**src/vrt_fifo.sv**
```systemverilog
module vrt_fifo #(
	parameter int W = 8
) (
	input  logic         clk,
	input  logic         arst_n,
	input  logic         in_valid,
	output logic         in_ready,
	input  logic [W-1:0] in_data,
	output logic         out_valid,
	input  logic         out_ready,
	output logic [W-1:0] out_data
);

	logic [W-1:0] slot_q [2];
	logic         wp_q;
	logic         rp_q;
	logic [1:0]   cnt_q;
	logic         push;
	logic         pop;

	assign in_ready  = (cnt_q != 2'd2);
	assign out_valid = (cnt_q != 2'd0);
	assign out_data  = slot_q[rp_q];
	assign push      = in_valid && in_ready;
	assign pop       = out_valid && out_ready;

	always_ff @(posedge clk or negedge arst_n) begin
		if (!arst_n) begin
			wp_q  <= 1'b0;
			rp_q  <= 1'b0;
			cnt_q <= 2'd0;
		end else begin
			if (push) wp_q <= !wp_q;
			if (pop) rp_q <= !rp_q;
			cnt_q <= cnt_q + 2'(push) - 2'(pop);
		end
	end

	always_ff @(posedge clk) begin
		if (push) slot_q[wp_q] <= in_data;
	end

endmodule

```
**config.mk**
```make
export PLATFORM = sky130hd
export DESIGN_NAME = vrt_fifo
export DESIGN_NICKNAME = d
export VERILOG_FILES = /design/src/vrt_fifo.sv
export SDC_FILE = /design/constraint.sdc
export NUM_CORES = 1
export LEC_CHECK = 0
export ABC_AREA = 1
export BUFFER_PORTS_ARGS = -buffer_cell sky130_fd_sc_hd__buf_2
export CAP_MARGIN = 25
export CORE_MARGIN = 2
export CORE_UTILIZATION = 49
export CTS_CLUSTER_SIZE = 8
export DETAILED_ROUTE_END_ITERATION = 16
export GPL_TIMING_DRIVEN = 0
export PLACE_DENSITY = 0.75
export SETUP_SLACK_MARGIN = 0.05
export SLEW_MARGIN = 20
export SYNTH_ARGS = -nofsm -noshare
export SYNTH_HDL_FRONTEND = slang
export SYNTH_SLANG_ARGS = --single-unit
```
**constraint.sdc**
```tcl
create_clock -name clk -period 1.9 [get_ports clk]
set_clock_uncertainty 0.2 [all_clocks]
set_input_delay 0.19 -clock clk [delete_from_list [all_inputs] [get_ports clk]]
set_output_delay 0.19 -clock clk [all_outputs]
set_load 0.05 [all_outputs]
```
# Yosys cells after proc, flatten, opt, wreduce, memory -nomap -nowiden
# Memories as Yosys holds them, arrays and structs flattened.
# Index checks and enable logic that the tools add are counted.
# word_totals
ff_bits	4
ramBits	16
inputBits	12
out_inout_bits	10
n_memories	1
# classes
n_addsub	2
eq_ne	1
muxes	2
n_reduce_logical	5
# mem_list
memory	words	width	read_ports	rd_clocked_by_memory_dff	wr	line	source
slot_q	2	8	1	0	1	14	logic [W-1:0] slot_q [2];
# ops
cell	n
adder 2 x 1 -> 2 bit	1
logical AND 1 bit	2
zero test 1 bit	2
2-to-1 mux 1 bit	2
inequality test 2 bit (second input constant)	1
nonzero test 2 bit	1
subtractor 2 x 1 -> 2 bit	1

# Logic depth before layout (Yosys ltp)
# depth
word_depth	4
depth_mapped	12

# Worst setup path after synthesis
# No wires, ideal clock.
# synth_path
kind	register to register
from	reg cnt_q[1]
to	mem slot_q[0][0], enable pin
setup_time_ns	0.370
t_arrival_ns	1.163
required_time_ns	1.330
setup_slack_ns	0.167
stages_incl_launch_ff	4
n_path_buf	0
period_less_slack_ns	1.733
cell_sequence	dfrtp_1 -> nand2_2 -> nand2_4 -> nor2_1
# synth_via
elab_chain_cells	4
# synth_lines
item	line	source
from (decl)	17	logic [1:0] cnt_q;
from (signal assigned)	35	cnt_q <= cnt_q + 2'(push) - 2'(pop);
inequality test 2 bit	21	assign in_ready = (cnt_q != 2'd2);
net in_ready	7	output logic in_ready,
logical AND 1 bit	24	assign push = in_valid && in_ready;
2-to-1 mux 1 bit	40	if (push) slot_q[wp_q] <= in_data;
2-to-1 mux 1 bit (not written as such)	40	
to (decl)	14	
# The timed path passes the listed nets, and every way through them passes these cells.

# Worst setup path after layout
# layout_path
from	reg rp_q
to	out out_data[6]
# layout_via
elab_chain_cells	1
# layout_lines
item	line	source
from (decl)	16	logic rp_q;
from (signal assigned)	34	if (pop) rp_q <= !rp_q;
memory read (2 x 8 bit)	n/a	
to (decl)	11	output logic [W-1:0] out_data
# Every way passes these cells.

==> flow_summary_export.csv <==
group,metric,value,unit
synth,synthAdderAreaFrac,1.522,%
timing,worst_pin_slew,0.5054,ns
cts,clockBufferDepth,2,
cts,cts_max_level,1,
synth,syn-mean-instance-area,11.26,um2
timing,rsz0062_at_grt,"no",
cells_and_area,nFillCells,112,
cts,cts_root_buffer,"clkbuf_4",
worst_setup_path,cp_data_arrival_time,1.33,ns
synth,synthDominantCellAreaShare,58.45,%
cells_and_area,finalNetCount,121,
flow_run,max_cap_viol_count,0,
cts,clock_latency,0.29,ns
worst_setup_path,r2r_start,"cnt_q[1]",
synth,muxShareOfSynthArea,0,%
cts,clk_pin_slew_worst_paths,0.10,ns
synth,ys_async_sr_fraction,20.00,%
power_and_ir_drop,peakVddDrop,887.6,uV
cells_and_area,antenna_cells,0,
placed_design,dp_slack,0.1046,ns
grt,grt_max_degree,12,
min_path,worstHoldPathCells,3,
min_path,hold_class,"in2reg",
die,die_y,44.96,um
placed_design,hpwlAfterDp,888.5,um
synth,yosysMostFrequentCell,"nand2_1",
synth,ys_ff_latch,20,
timing,fin_crit_sh,90.32,%
synth,yosysTopAreaCell,"edfxtp_1",
cells_and_area,drive_gt1_share,32.71,%
worst_setup_path,r2r_slack,0.29,ns
worst_setup_path,r2r_cells,3,
die,core-area,1541,um2
synth,syn-num-nets,86,
die,die_w,44.96,um
cts,post_cts_buffers,0,
worst_setup_path,slowest_stage,"dfrtp_1",
min_path,min_from,"in_valid",
detailed_routing,ant_nets,0,
cts,numCtsBuffers,3,
cells_and_area,seq_area,580.6,um2
grt,antenna_found_initial,0,
worst_setup_path,cp_top_family,"buffers and inverters",
detailed_routing,drc,0,
cts,cts.sinks,20,
worst_setup_path,worstPathMaxFanout,9,
die,start_util,53.33,%
timing,layout_min_cycle_time,1.716,ns
worst_setup_path,path_cells,"buf_2 -> inv_4 -> nand2_1 -> nand2_1 -> buf_2",
grt,grt_pass1_vias,550,
worst_setup_path,worstSetupStartpointType,"register",
synth,synth-warning-count,0,
worst_setup_path,max_stage_delay,0.37,ns
synth,synth-main-ff-cell,"edfxtp_1",
worst_setup_path,worstPathBufferInverterCount,3,
status,status,"finished, final reports clean",
detailed_routing,finalWirelength,1.371,mm
synth,synth_common_cells,"nand2_1 (29), edfxtp_1 (16), inv_1 (6)",
placed_design,portBuffers,21,
power_and_ir_drop,leakagePower,0.4997,nW
timing,postLayoutSetupSlackWorst,0.1840,ns
worst_setup_path,end_kind,"output pin",
synth,synthTopCellsByArea,"edfxtp_1 (58%), nand2_1 (13%), dfrtp_1 (12%)",
detailed_routing,vias,577,
detailed_routing,drt_iter0_markers,14,
timing,max_freq,582.7,MHz
grt,grt.total_usage,15.46,%
die,die_area,2021,um2
detailed_routing,vias_per_cell,4.691,
synth,synth-edff-count,16,
detailed_routing,wl_per_cell,11.15,um
cells_and_area,syn2layout_area_growth,30.29,%
timing,slew_headroom,66.27,%
worst_setup_path,worstPathRequired,1.51,ns
die,io_pins,22,
die,row_count,14,
synth,synthDistinctLibCells,15,
placed_design,routabilityCongestion,0.8534,
detailed_routing,first_pass_iters,4,
worst_setup_path,reg2reg_to,"slot_q[1][5]",
timing,slew_violations,0,
worst_setup_path,critical_path_class,"reg2out",
synth,synth_top_family_by_area,"simple AND/OR/NAND/NOR gates",
cells_and_area,multi_input_area,209.0,um2
grt,grt_pass1_wl,2.166,mm
timing,hold_slack,0.01374,ns
power_and_ir_drop,pwr_density_cell,1693,nW/um2
cts,cts_tree,"yes",
synth,synthXorXnorAreaFrac,1.065,%
synth,synth_compound_area_share,1.218,%
synth,ys_seq_area_share,70.62,%
synth,synth-simple-area-share,21.31,%
grt,grt-ovfl-total,0,
timing,setup_viol,0,
timing,fin_setup_tns,0,ns
synth,synth_area,822.0,um2
timing,hold_viol_final,0,
min_path,whs_endpoint,"wp_q",
synth,syn-instance-count,73,
==> cells by family after synthesis <==
| kind of cell | count (synthesis) |
|---|---|
| compound gates | 2 |
| xor+xnor | 1 |
| fa+ha+maj | 1 |
| buf+inv | 9 |
| flops | 20 |
| simple gates | 40 |
==> layout make-up <==
cell class              count  area share [%]
repair buffers             30           18.46
clock inverters             1          0.3505
well taps                  16           1.869
inverters                   8           3.037
clock buffers               3           2.103
multi-input cells          44           19.51
flip-flops and latches     20           54.21
plain buffers               1          0.4673
==> worst register-to-register path, stage by stage (launching register included) <==
cell,delay [ns]
dfrtp_1,0.45
nand2_2,0.14
nand2_4,0.07
nor2_2,0.40
==> timing repair <==
action | 4_1_cts | 5_1_grt
hold endpoints to repair | 20 | 0
resized for setup | 0 | 3
hold buffers | 9 | 0
endpoints found under the setup margin | 0 | 15
==> how the worst max path moves through the flow <==
stage	from	endpoint	slack, ns	cells past startpoint
floorplan	cnt_q[1]	slot_q[0][0]	0.17	3
global placement	cnt_q[1]	slot_q[0][7]	0.17	3
detailed placement	cnt_q[1]	slot_q[0][4]	0.10	3
CTS	cnt_q[1]	slot_q[0][6]	0.08	3
global route	rp_q	out_data[6]	0.08	5
finish	rp_q	out_data[6]	0.18	5
==> placed cells by master, fill, tap and decap left out, drive strengths merged <==
| cell type | count |
|---|---|
| dfrtp | 4 |
| o21ai | 1 |
| nand2 | 33 |
| inv | 8 |
| nand3 | 2 |
| ha | 1 |
| xor2 | 1 |
| buf | 21 |
| nor2 | 5 |
| clkinv | 1 |
| clkbuf | 4 |
| dlygate4sd3 | 9 |
| edfxtp | 16 |
| a21oi | 1 |
==> flip-flops by register name (all words and copies together) (netlist names) <==
| register | count |
|---|---|
| rp_q | 1 |
| slot_q | 16 |
| wp_q | 1 |
| cnt_q | 2 |
==> per-stage QoR <==
stage,total power [mW],utilization (%),area (um2),cells
finish,1.813,69.48,1071,123
CTS,1.816,68.99,1064,123
floorplan,1.396,-,822.0,73
global placement,1.577,61.44,947.2,110
detailed placement,1.604,61.44,947.2,110
global route,1.931,69.48,1071,123
==> layer usage <==
layer	vias to the layer above	track usage, %	share of wire, %
met2	17	30.86	51
met5	-	0	0
met1	257	15.86	44
met3	2	3.600	4.2
li1	301	-	-
met4	0	3.529	0.58
==> where the power goes <==
group / switching, mW / total, mW / leakage, nW / internal [mW]
combinational: 0.722 / 0.951 / 0.289 / 0.229
sequential: 0.0556 / 0.665 / 0.195 / 0.610
clock: 0.121 / 0.197 / 0.0154 / 0.0764
Power figures use the tool's default switching activity.
