--- config.mk ---
export PLATFORM = sky130hd
export DESIGN_NAME = vrt_front
export DESIGN_NICKNAME = d
export VERILOG_FILES = /design/src/vrt_pkg.sv /design/src/vrt_front.sv
export SDC_FILE = /design/constraint.sdc
export NUM_CORES = 1
export LEC_CHECK = 0
export BUFFER_PORTS_ARGS = -buffer_cell sky130_fd_sc_hd__clkbuf_2
export CORE_UTILIZATION = 51
export CTS_CLUSTER_DIAMETER = 30
export DETAILED_ROUTE_END_ITERATION = 12
export GPL_ROUTABILITY_DRIVEN = 0
export PLACE_DENSITY = 0.93
export SYNTH_ARGS = -nofsm -noshare
export SYNTH_HDL_FRONTEND = slang
export SYNTH_SLANG_ARGS = --single-unit
--- constraint.sdc ---
create_clock -name clk -period 8 [get_ports clk]
set_clock_uncertainty 0.2 [all_clocks]
set_input_delay 1.2 -clock clk [delete_from_list [all_inputs] [get_ports clk]]
set_output_delay 1.2 -clock clk [all_outputs]
set_load 0.05 [all_outputs]
--- src/vrt_pkg.sv ---
package vrt_pkg;

	localparam int GRID_BITS_DEF = 5;
	localparam int FRAC_BITS_DEF = 16;

	localparam int ORG_W      = 24;
	localparam int DIR_W      = 16;
	localparam int MAG_W      = 16;
	localparam int CIN_W      = 5;
	localparam int MAXD_W     = 8;
	localparam int IN_DATA_W  = 136;
	localparam int OUT_DATA_W = 32;
	localparam int CX_LSB     = 0;
	localparam int CY_LSB     = 5;
	localparam int CZ_LSB     = 10;
	localparam int ORG_LSB    = 15;
	localparam int DIR_LSB    = 87;

	localparam logic [MAXD_W-1:0] MAXD_RESET = 8'd10;

	// Setup sequence of the shared multiplier, one product per cycle.
	localparam logic [4:0] SU_LEN = 5'd0;   // squared magnitudes into the length
	localparam logic [4:0] SU_MD  = 5'd3;   // limit times magnitude
	localparam logic [4:0] SU_T   = 5'd6;   // squared limit terms
	localparam logic [4:0] SU_P   = 5'd9;   // cross products of crossings
	localparam logic [4:0] SU_R   = 5'd15;  // crossing times squared length
	localparam logic [4:0] SU_QL  = 5'd18;  // low half of squared distance
	localparam logic [4:0] SU_QH  = 5'd21;  // high half of squared distance
	localparam logic [4:0] SU_END = 5'd24;

	typedef enum logic [1:0] {
		OP_CAST = 2'd0,
		OP_SET  = 2'd1,
		OP_CLR  = 2'd2,
		OP_NOP  = 2'd3
	} op_t;

	typedef enum logic [1:0] {
		K_CAST = 2'd0,
		K_SET  = 2'd1,
		K_CLR  = 2'd2,
		K_MISS = 2'd3
	} kind_t;

	typedef enum logic [2:0] {
		ST_CLEAR,
		ST_IDLE,
		ST_WR_RD,
		ST_WR_WB,
		ST_SETUP,
		ST_WALK_CHK,
		ST_WALK_TEST,
		ST_DONE
	} back_state_t;

	// Width of one queue entry between the front and the back.
	function automatic int entry_bits(input int g, input int f);
		return 2 + 3 * g + 6 + 3 * (ORG_W - f) + 3 * MAG_W + 3 * (f + 1);
	endfunction

endpackage

--- src/vrt_front.sv ---
module vrt_front #(
	parameter int GRID_BITS = vrt_pkg::GRID_BITS_DEF,
	parameter int FRAC_BITS = vrt_pkg::FRAC_BITS_DEF,
	localparam int EW = vrt_pkg::entry_bits(GRID_BITS, FRAC_BITS)
) (
	input  logic                           clk,
	input  logic                           arst_n,
	input  logic                           hold,
	input  logic                           s_axis_tvalid,
	output logic                           s_axis_tready,
	input  logic [vrt_pkg::IN_DATA_W-1:0]  s_axis_tdata,
	input  logic [1:0]                     s_axis_tuser,
	output logic                           q_valid,
	input  logic                           q_ready,
	output logic [EW-1:0]                  q_data
);

	localparam int CW0 = vrt_pkg::ORG_W - FRAC_BITS;

	typedef struct packed {
		vrt_pkg::kind_t                      kind;
		logic [2*GRID_BITS-1:0]              waddr;
		logic [GRID_BITS-1:0]                wbit;
		logic [2:0]                          pos;
		logic [2:0]                          live;
		logic [2:0][CW0-1:0]                 cidx;
		logic [2:0][vrt_pkg::MAG_W-1:0]      mag;
		logic [2:0][FRAC_BITS:0]             nxt0;
	} entry_t;

	localparam logic [FRAC_BITS:0] ONE_CELL = (FRAC_BITS+1)'(1) << FRAC_BITS;

	entry_t ent_d;
	entry_t ent_s1;
	logic   v_s1;
	logic   accept;

	assign s_axis_tready = !hold && (!v_s1 || q_ready);
	assign accept        = s_axis_tvalid && s_axis_tready;
	assign q_valid       = v_s1;
	assign q_data        = ent_s1;

	always_comb begin
		logic [vrt_pkg::ORG_W-1:0] org;
		logic [vrt_pkg::DIR_W-1:0] dir;
		logic [FRAC_BITS-1:0]      frac;
		logic [vrt_pkg::CIN_W-1:0] cx;
		logic [vrt_pkg::CIN_W-1:0] cy;
		logic [vrt_pkg::CIN_W-1:0] cz;
		logic                      in_grid;
		cx = s_axis_tdata[vrt_pkg::CX_LSB +: vrt_pkg::CIN_W];
		cy = s_axis_tdata[vrt_pkg::CY_LSB +: vrt_pkg::CIN_W];
		cz = s_axis_tdata[vrt_pkg::CZ_LSB +: vrt_pkg::CIN_W];
		ent_d.waddr = {GRID_BITS'(cz), GRID_BITS'(cy)};
		ent_d.wbit  = GRID_BITS'(cx);
		// A write to a cell beyond a small grid is dropped.
		in_grid = ((cx >> GRID_BITS) == '0) && ((cy >> GRID_BITS) == '0) &&
			((cz >> GRID_BITS) == '0);
		for (int a = 0; a < 3; a++) begin
			org  = s_axis_tdata[vrt_pkg::ORG_LSB + a*vrt_pkg::ORG_W +: vrt_pkg::ORG_W];
			dir  = s_axis_tdata[vrt_pkg::DIR_LSB + a*vrt_pkg::DIR_W +: vrt_pkg::DIR_W];
			frac = org[FRAC_BITS-1:0];
			ent_d.cidx[a] = org[vrt_pkg::ORG_W-1:FRAC_BITS];
			ent_d.live[a] = (dir != '0);
			ent_d.pos[a]  = !dir[vrt_pkg::DIR_W-1] && (dir != '0);
			ent_d.mag[a]  = dir[vrt_pkg::DIR_W-1] ? vrt_pkg::MAG_W'(-dir) : dir;
			ent_d.nxt0[a] = ent_d.pos[a] ? ONE_CELL - (FRAC_BITS+1)'(frac)
				: (FRAC_BITS+1)'(frac);
		end
		unique case (vrt_pkg::op_t'(s_axis_tuser)) inside
			vrt_pkg::OP_CAST:
				ent_d.kind = (ent_d.live == 3'b000) ? vrt_pkg::K_MISS : vrt_pkg::K_CAST;
			vrt_pkg::OP_SET, vrt_pkg::OP_CLR: begin
				if (!in_grid) ent_d.kind = vrt_pkg::K_MISS;
				else if (vrt_pkg::op_t'(s_axis_tuser) == vrt_pkg::OP_SET)
					ent_d.kind = vrt_pkg::K_SET;
				else ent_d.kind = vrt_pkg::K_CLR;
			end
			default: ent_d.kind = vrt_pkg::K_MISS;
		endcase
	end

	always_ff @(posedge clk or negedge arst_n) begin
		if (!arst_n) begin
			v_s1 <= 1'b0;
		end else begin
			v_s1 <= accept || (v_s1 && !q_ready);
		end
	end

	always_ff @(posedge clk) begin
		if (accept) ent_s1 <= ent_d;
	end

endmodule

# [Word level (Yosys, flattened, before mapping)]
# Cells that the tools add are included.
[classes] addsub=6 n_reduce_logical=20 div=0 shift=0 mux=9 n_bitwise=0 n_lt_le_gt_ge=0 eq_ne=2 multipliers=0
[op_table] op="17-bit by 16-bit subtractor with 17-bit output, first input constant" n=3
[op_table] op="16-bit 2-to-1 mux" n=3
[op_table] op="16-bit negation" n=3
[op_table] op="16-bit nonzero test" n=3
[op_table] op="15-bit 2-to-1 mux" n=3
[op_table] op="1-bit logical AND" n=6
[op_table] op="1-bit zero test" n=6
[op_table] op="2-bit 2-to-1 mux" n=2
[op_table] op="2-bit one-hot mux with 2 select lines" n=1
[op_table] op="3-bit zero test" n=1
[op_table] op="2-bit by 1-bit == test with 1-bit output, second input constant" n=1
[op_table] op="2-bit == test, second input constant" n=1
[op_table] op="2-bit zero test" n=1
[op_table] op="1-bit logical OR" n=2
[op_table] op="2-bit OR reduction" n=1
[word_totals] out_inout_bits=148 mem_bits_rw=0 in_bits=143 latchBits=0 register_bits=147 elab_cells=58 mem_count=0 mem_bits_ro=0

# [Longest topological paths before layout]
[depth] word_depth=5 depth_mapped=8 mapped_depth_nobuf=7

# [Worst setup path before layout]
# No wires, ideal clock.
[synth_path] path_kind="input to register" from="input port q_ready" to="register ent_s1, in the netlist q_data[0] (enable)" t_required_ps=7277 stages=3 path_slack_ps=1745 setup_ps=523 t_arrival_ps=5532 path_buffers=0 cell_sequence="inv_1 -> a21oi_1 -> and2_1"
[synth_via] elab_chain_cells=3
[synth_lines] element="start: declaration" line="vrt_front.sv:14" source="input logic q_ready,"
[synth_lines] element="1-bit logical OR" line="vrt_front.sv:38" source="assign s_axis_tready = !hold && (!v_s1 || q_ready);"
[synth_lines] element="1-bit logical AND" line="vrt_front.sv:38"
[synth_lines] element="named net s_axis_tready" line="vrt_front.sv:10" source="output logic s_axis_tready,"
[synth_lines] element="1-bit logical AND" line="vrt_front.sv:39" source="assign accept = s_axis_tvalid && s_axis_tready;"
[synth_lines] element="named net accept" line="vrt_front.sv:36" source="logic accept;"
[synth_lines] element="end signal: assignment" line="vrt_front.sv:92" source="if (accept) ent_s1 <= ent_d;"
[synth_lines] element="end: declaration" line="vrt_front.sv:34" source="entry_t ent_s1;"
# The timed path passes the listed nets, and every way through them passes these cells.
# A chain may end at the register's enable or synchronous reset.

# [Final worst setup path]
[layout_path] from="input port q_ready" to="register ent_s1, in the netlist q_data[87] (enable)"
[layout_via] elab_chain_cells=3
[layout_lines] element="1-bit logical OR" line="vrt_front.sv:38"
[layout_lines] element="1-bit logical AND" line="vrt_front.sv:38"
[layout_lines] element="1-bit logical AND" line="vrt_front.sv:39"
[layout_lines] element="named net accept" line="vrt_front.sv:36"
# The timed path passes the listed nets, and every way through them passes these cells.

==> summary.md <==
| Metric | Value |
|---|---|
| Status | `finished, final reports clean` |
| Crit-path slowest cell | `and2_4` |
| CTS Buffer Depth | `2` |
| Critical-path cell list | `clkbuf_2 > inv_1 > a21oi_1 > and2_4 > buf_4` |
| Via count | `4989` |
| Startpoint types | `input port` |
| TritonCTS clock tree | `yes` |
| Largest net degree at the start of global routing | `90` |
| Mapped cell area | `6563 um^2` |
| Power density over the cells | `234.5 nW/um^2` |
| Leading cell type in the layout, fill and taps excluded | `clkbuf_2` |
| Row cnt | `41` |
| DR pass1 iterations | `4` |
| Initial antenna violation count | `0` |
| Core Region | `12570 um^2` |
| Sink Count | `147` |
| Port Buffers | `289` |
| N_diodes | `0` |
| Final setup vio count | `0` |
| DRT antenna net count | `0` |
| Critical Path Fanout Max | `89` |
| Clk slew on worst S/H paths | `0.06 ns` |
| Yosys reg bits | `147` |
| Post-DR wirelength/cell | `16.53 um` |
| Global-route wire length before repair | `23490 um` |
| # IOs | `291` |
| Register area share after synthesis | `0.6719` |
| HPWL Detailed | `11890 um` |
| Final hold vios | `0` |
| WP data required | `7.84 ns` |
| Syn. warnings | `0` |
| Critical path's top delay family | `simple AND/OR/NAND/NOR gates` |
| Layout net count | `913` |
| Hold/Removal Path Class | `register to register` |
| Vias in the first global route | `4786` |
| Area grow syn2layout | `34.13%` |
| Fin. max-slew vios | `0` |
| Worst Path Buf+Inv | `3` |
| Grt ovf | `0` |
| Critical path depth | `5` |
| GRT Total Usage | `0.2379` |
| Final setup TNS | `0 ns` |
| Post-CTS Setup Bufs | `0` |
| Vias/cell | `5.257` |
| Setup CP Type | `input port to register` |
| Sequential share of power | `0.442` |
| Die ar. | `13330 um^2` |
| Placement Cell Area | `8175 um^2` |
| # hold bufs at CTS | `0` |
| Reg2Reg Depth | `3` |
| Initial DRC count | `309` |
| Worst skew pair latency | `0.41 ns` |
| Clk pwr share | `0.403` |
| RSZ-0062 raised after global routing | `no` |
| Fin crit share | `0.4318` |
| Residual DRC | `0` |
| Clock root cell | `clkbuf_16` |
| Worst Path Arrival | `3.29 ns` |
| Fill cells | `905` |
| Post-Syn Area per Cell | `14.05 um^2` |
| Most frequent cells in the layout | `clkbuf_2, edfxtp_1, xnor2_1` |
| Fin util | `0.7003` |
| Initial Util | `0.5222` |
| Fmax | `289.5 MHz` |
| Reg2reg end | `q_data[87]` |
| CP endpoint | `q_data[87]` |
| Layout cells sized above 1 | `0.4363` |
| Leak | `3.571 nW` |
| Chip Height | `115.4 um` |
| CTS buffer count | `17` |
| Die Wd | `115.4 um` |
| Worst VDD drop | `0.1217 mV` |
| Sw frac | `0.2641` |
| P_sw | `0.5452 mW` |
| Setup crit start | `q_ready` |
| Setup slack, reg-to-reg | `5.07 ns` |
| Final Instance Area | `8802 um^2` |
| Combinational power share | `0.155` |
| Total of max-cap violations | `0` |
| Slowest stage delay, CP | `0.91 ns` |
| Internal power | `1.519 mW` |
| CTS H-tree depth | `4` |
| Worst reg2reg path startpoint | `q_valid` |
| Synth Instances | `467` |
| Slew headroom | `0.2620` |
| Tmin final | `3.454 ns` |
| Final WL | `15690 um` |
| Synth cell types | `47` |
| PostCTS Resize Cnt | `0` |
| Worst slew pin tran | `1.107 ns` |
| Element type at the critical path end | `register` |
| Syn Nets | `616` |
[metrics by stage]
| step | worst slack [ns] | power (mW) | std cells | hold slack (ns) |
|---|---|---|---|---|
| after detailed placement | 4.102 | 1.248 | 917 | 0.3178 |
| final | 4.546 | 2.064 | 949 | 0.3300 |
| after floorplan | 1.745 | 1.147 | 467 | 0.6194 |
| after CTS | 4.561 | 2.077 | 949 | 0.3310 |
| after global placement | 4.227 | 1.237 | 917 | 0.2871 |
| after global routing | 4.420 | 2.130 | 949 | 0.3279 |
[worst min-delay path by stage]
stage,start,cells after the start,to
after floorplan,q_valid,1,q_valid
after global placement,q_valid,1,q_valid
after global routing,arst_n,1,q_valid
after detailed placement,q_valid,1,q_valid
final,q_valid,1,q_valid
after CTS,arst_n,1,q_valid
[final cells by class]
cell class | count | area [um^2] | area share
flip-flops and latches | 147 | 4409 | 0.5009
multi-input cells | 289 | 2026 | 0.2301
repair buffers | 290 | 1454 | 0.1652
clock buffers | 19 | 442.9 | 0.05032
well taps | 172 | 215.2 | 0.02445
clock inverters | 13 | 183.9 | 0.02090
inverters | 19 | 71.32 | 0.008102
[power by group through the flow]
stage / Combinational [mW] / Sequential, mW / Clock, mW
after global placement: 0.311 / 0.926 / 0
after CTS: 0.321 / 0.913 / 0.843
after global routing: 0.339 / 0.916 / 0.875
after detailed placement: 0.320 / 0.928 / 0
final: 0.320 / 0.912 / 0.832
after floorplan: 0.0838 / 1.06 / 0
[state kept, by name (all words and copies together), names as in the netlist]
register / flops
q_data: 146
q_valid: 1
[routing by layer]
| layer | vias up | wire length (um) | GRT usage | share of wire |
|---|---|---|---|---|
| met2 | 260 | 8272 | 0.4255 | 0.53 |
| li1 | 2367 | - | - | - |
| met3 | 32 | 1170 | 0.06642 | 0.075 |
| met1 | 2330 | 5797 | 0.2585 | 0.37 |
| met5 | - | 0 | 0 | 0 |
| met4 | 0 | 448 | 0.1195 | 0.029 |
[kinds of logic after synthesis]
logic type / share of synthesized area
DFF: 0.6719
and+or+nand+nor: 0.1108
xor gates and xnor gates: 0.1081
AOI/OAI and AO/OA: 0.07626
buffers and inverters: 0.01983
adders and majority gates: 0.01144
muxes: 0.001716
[cells in the mapped netlist (all sizes together)]
cell type	instances	area, um^2
a211oi	6	45.04
a21o	1	7.510
a21oi	10	53.80
a221oi	8	70.07
a41o	2	21.27
and2	1	6.260
and4	1	8.760
and4b	2	20.02
buf	4	28.78
clkbuf	8	30.03
dfrtp	1	25.02
edfxtp	146	4384
ha	6	75.07
inv	19	71.32
mux2	1	11.26
nand2	32	120.1
nand2b	6	37.54
nand3	10	50.05
nand3b	2	15.01
nand4	1	6.260
nand4b	1	8.760
nand4bb	1	11.26
nor2	29	111.4
nor3	17	96.35
nor4	13	93.84
nor4b	3	38.79
o21ai	20	100.1
o21bai	2	15.01
o31ai	14	110.1
o41ai	8	77.58
or2	1	6.260
or3	2	22.52
or4	7	60.06
or4b	1	13.76
xnor2	56	490.5
xor2	25	219.0
No activity file was read; power rests on OpenSTA's default activity.
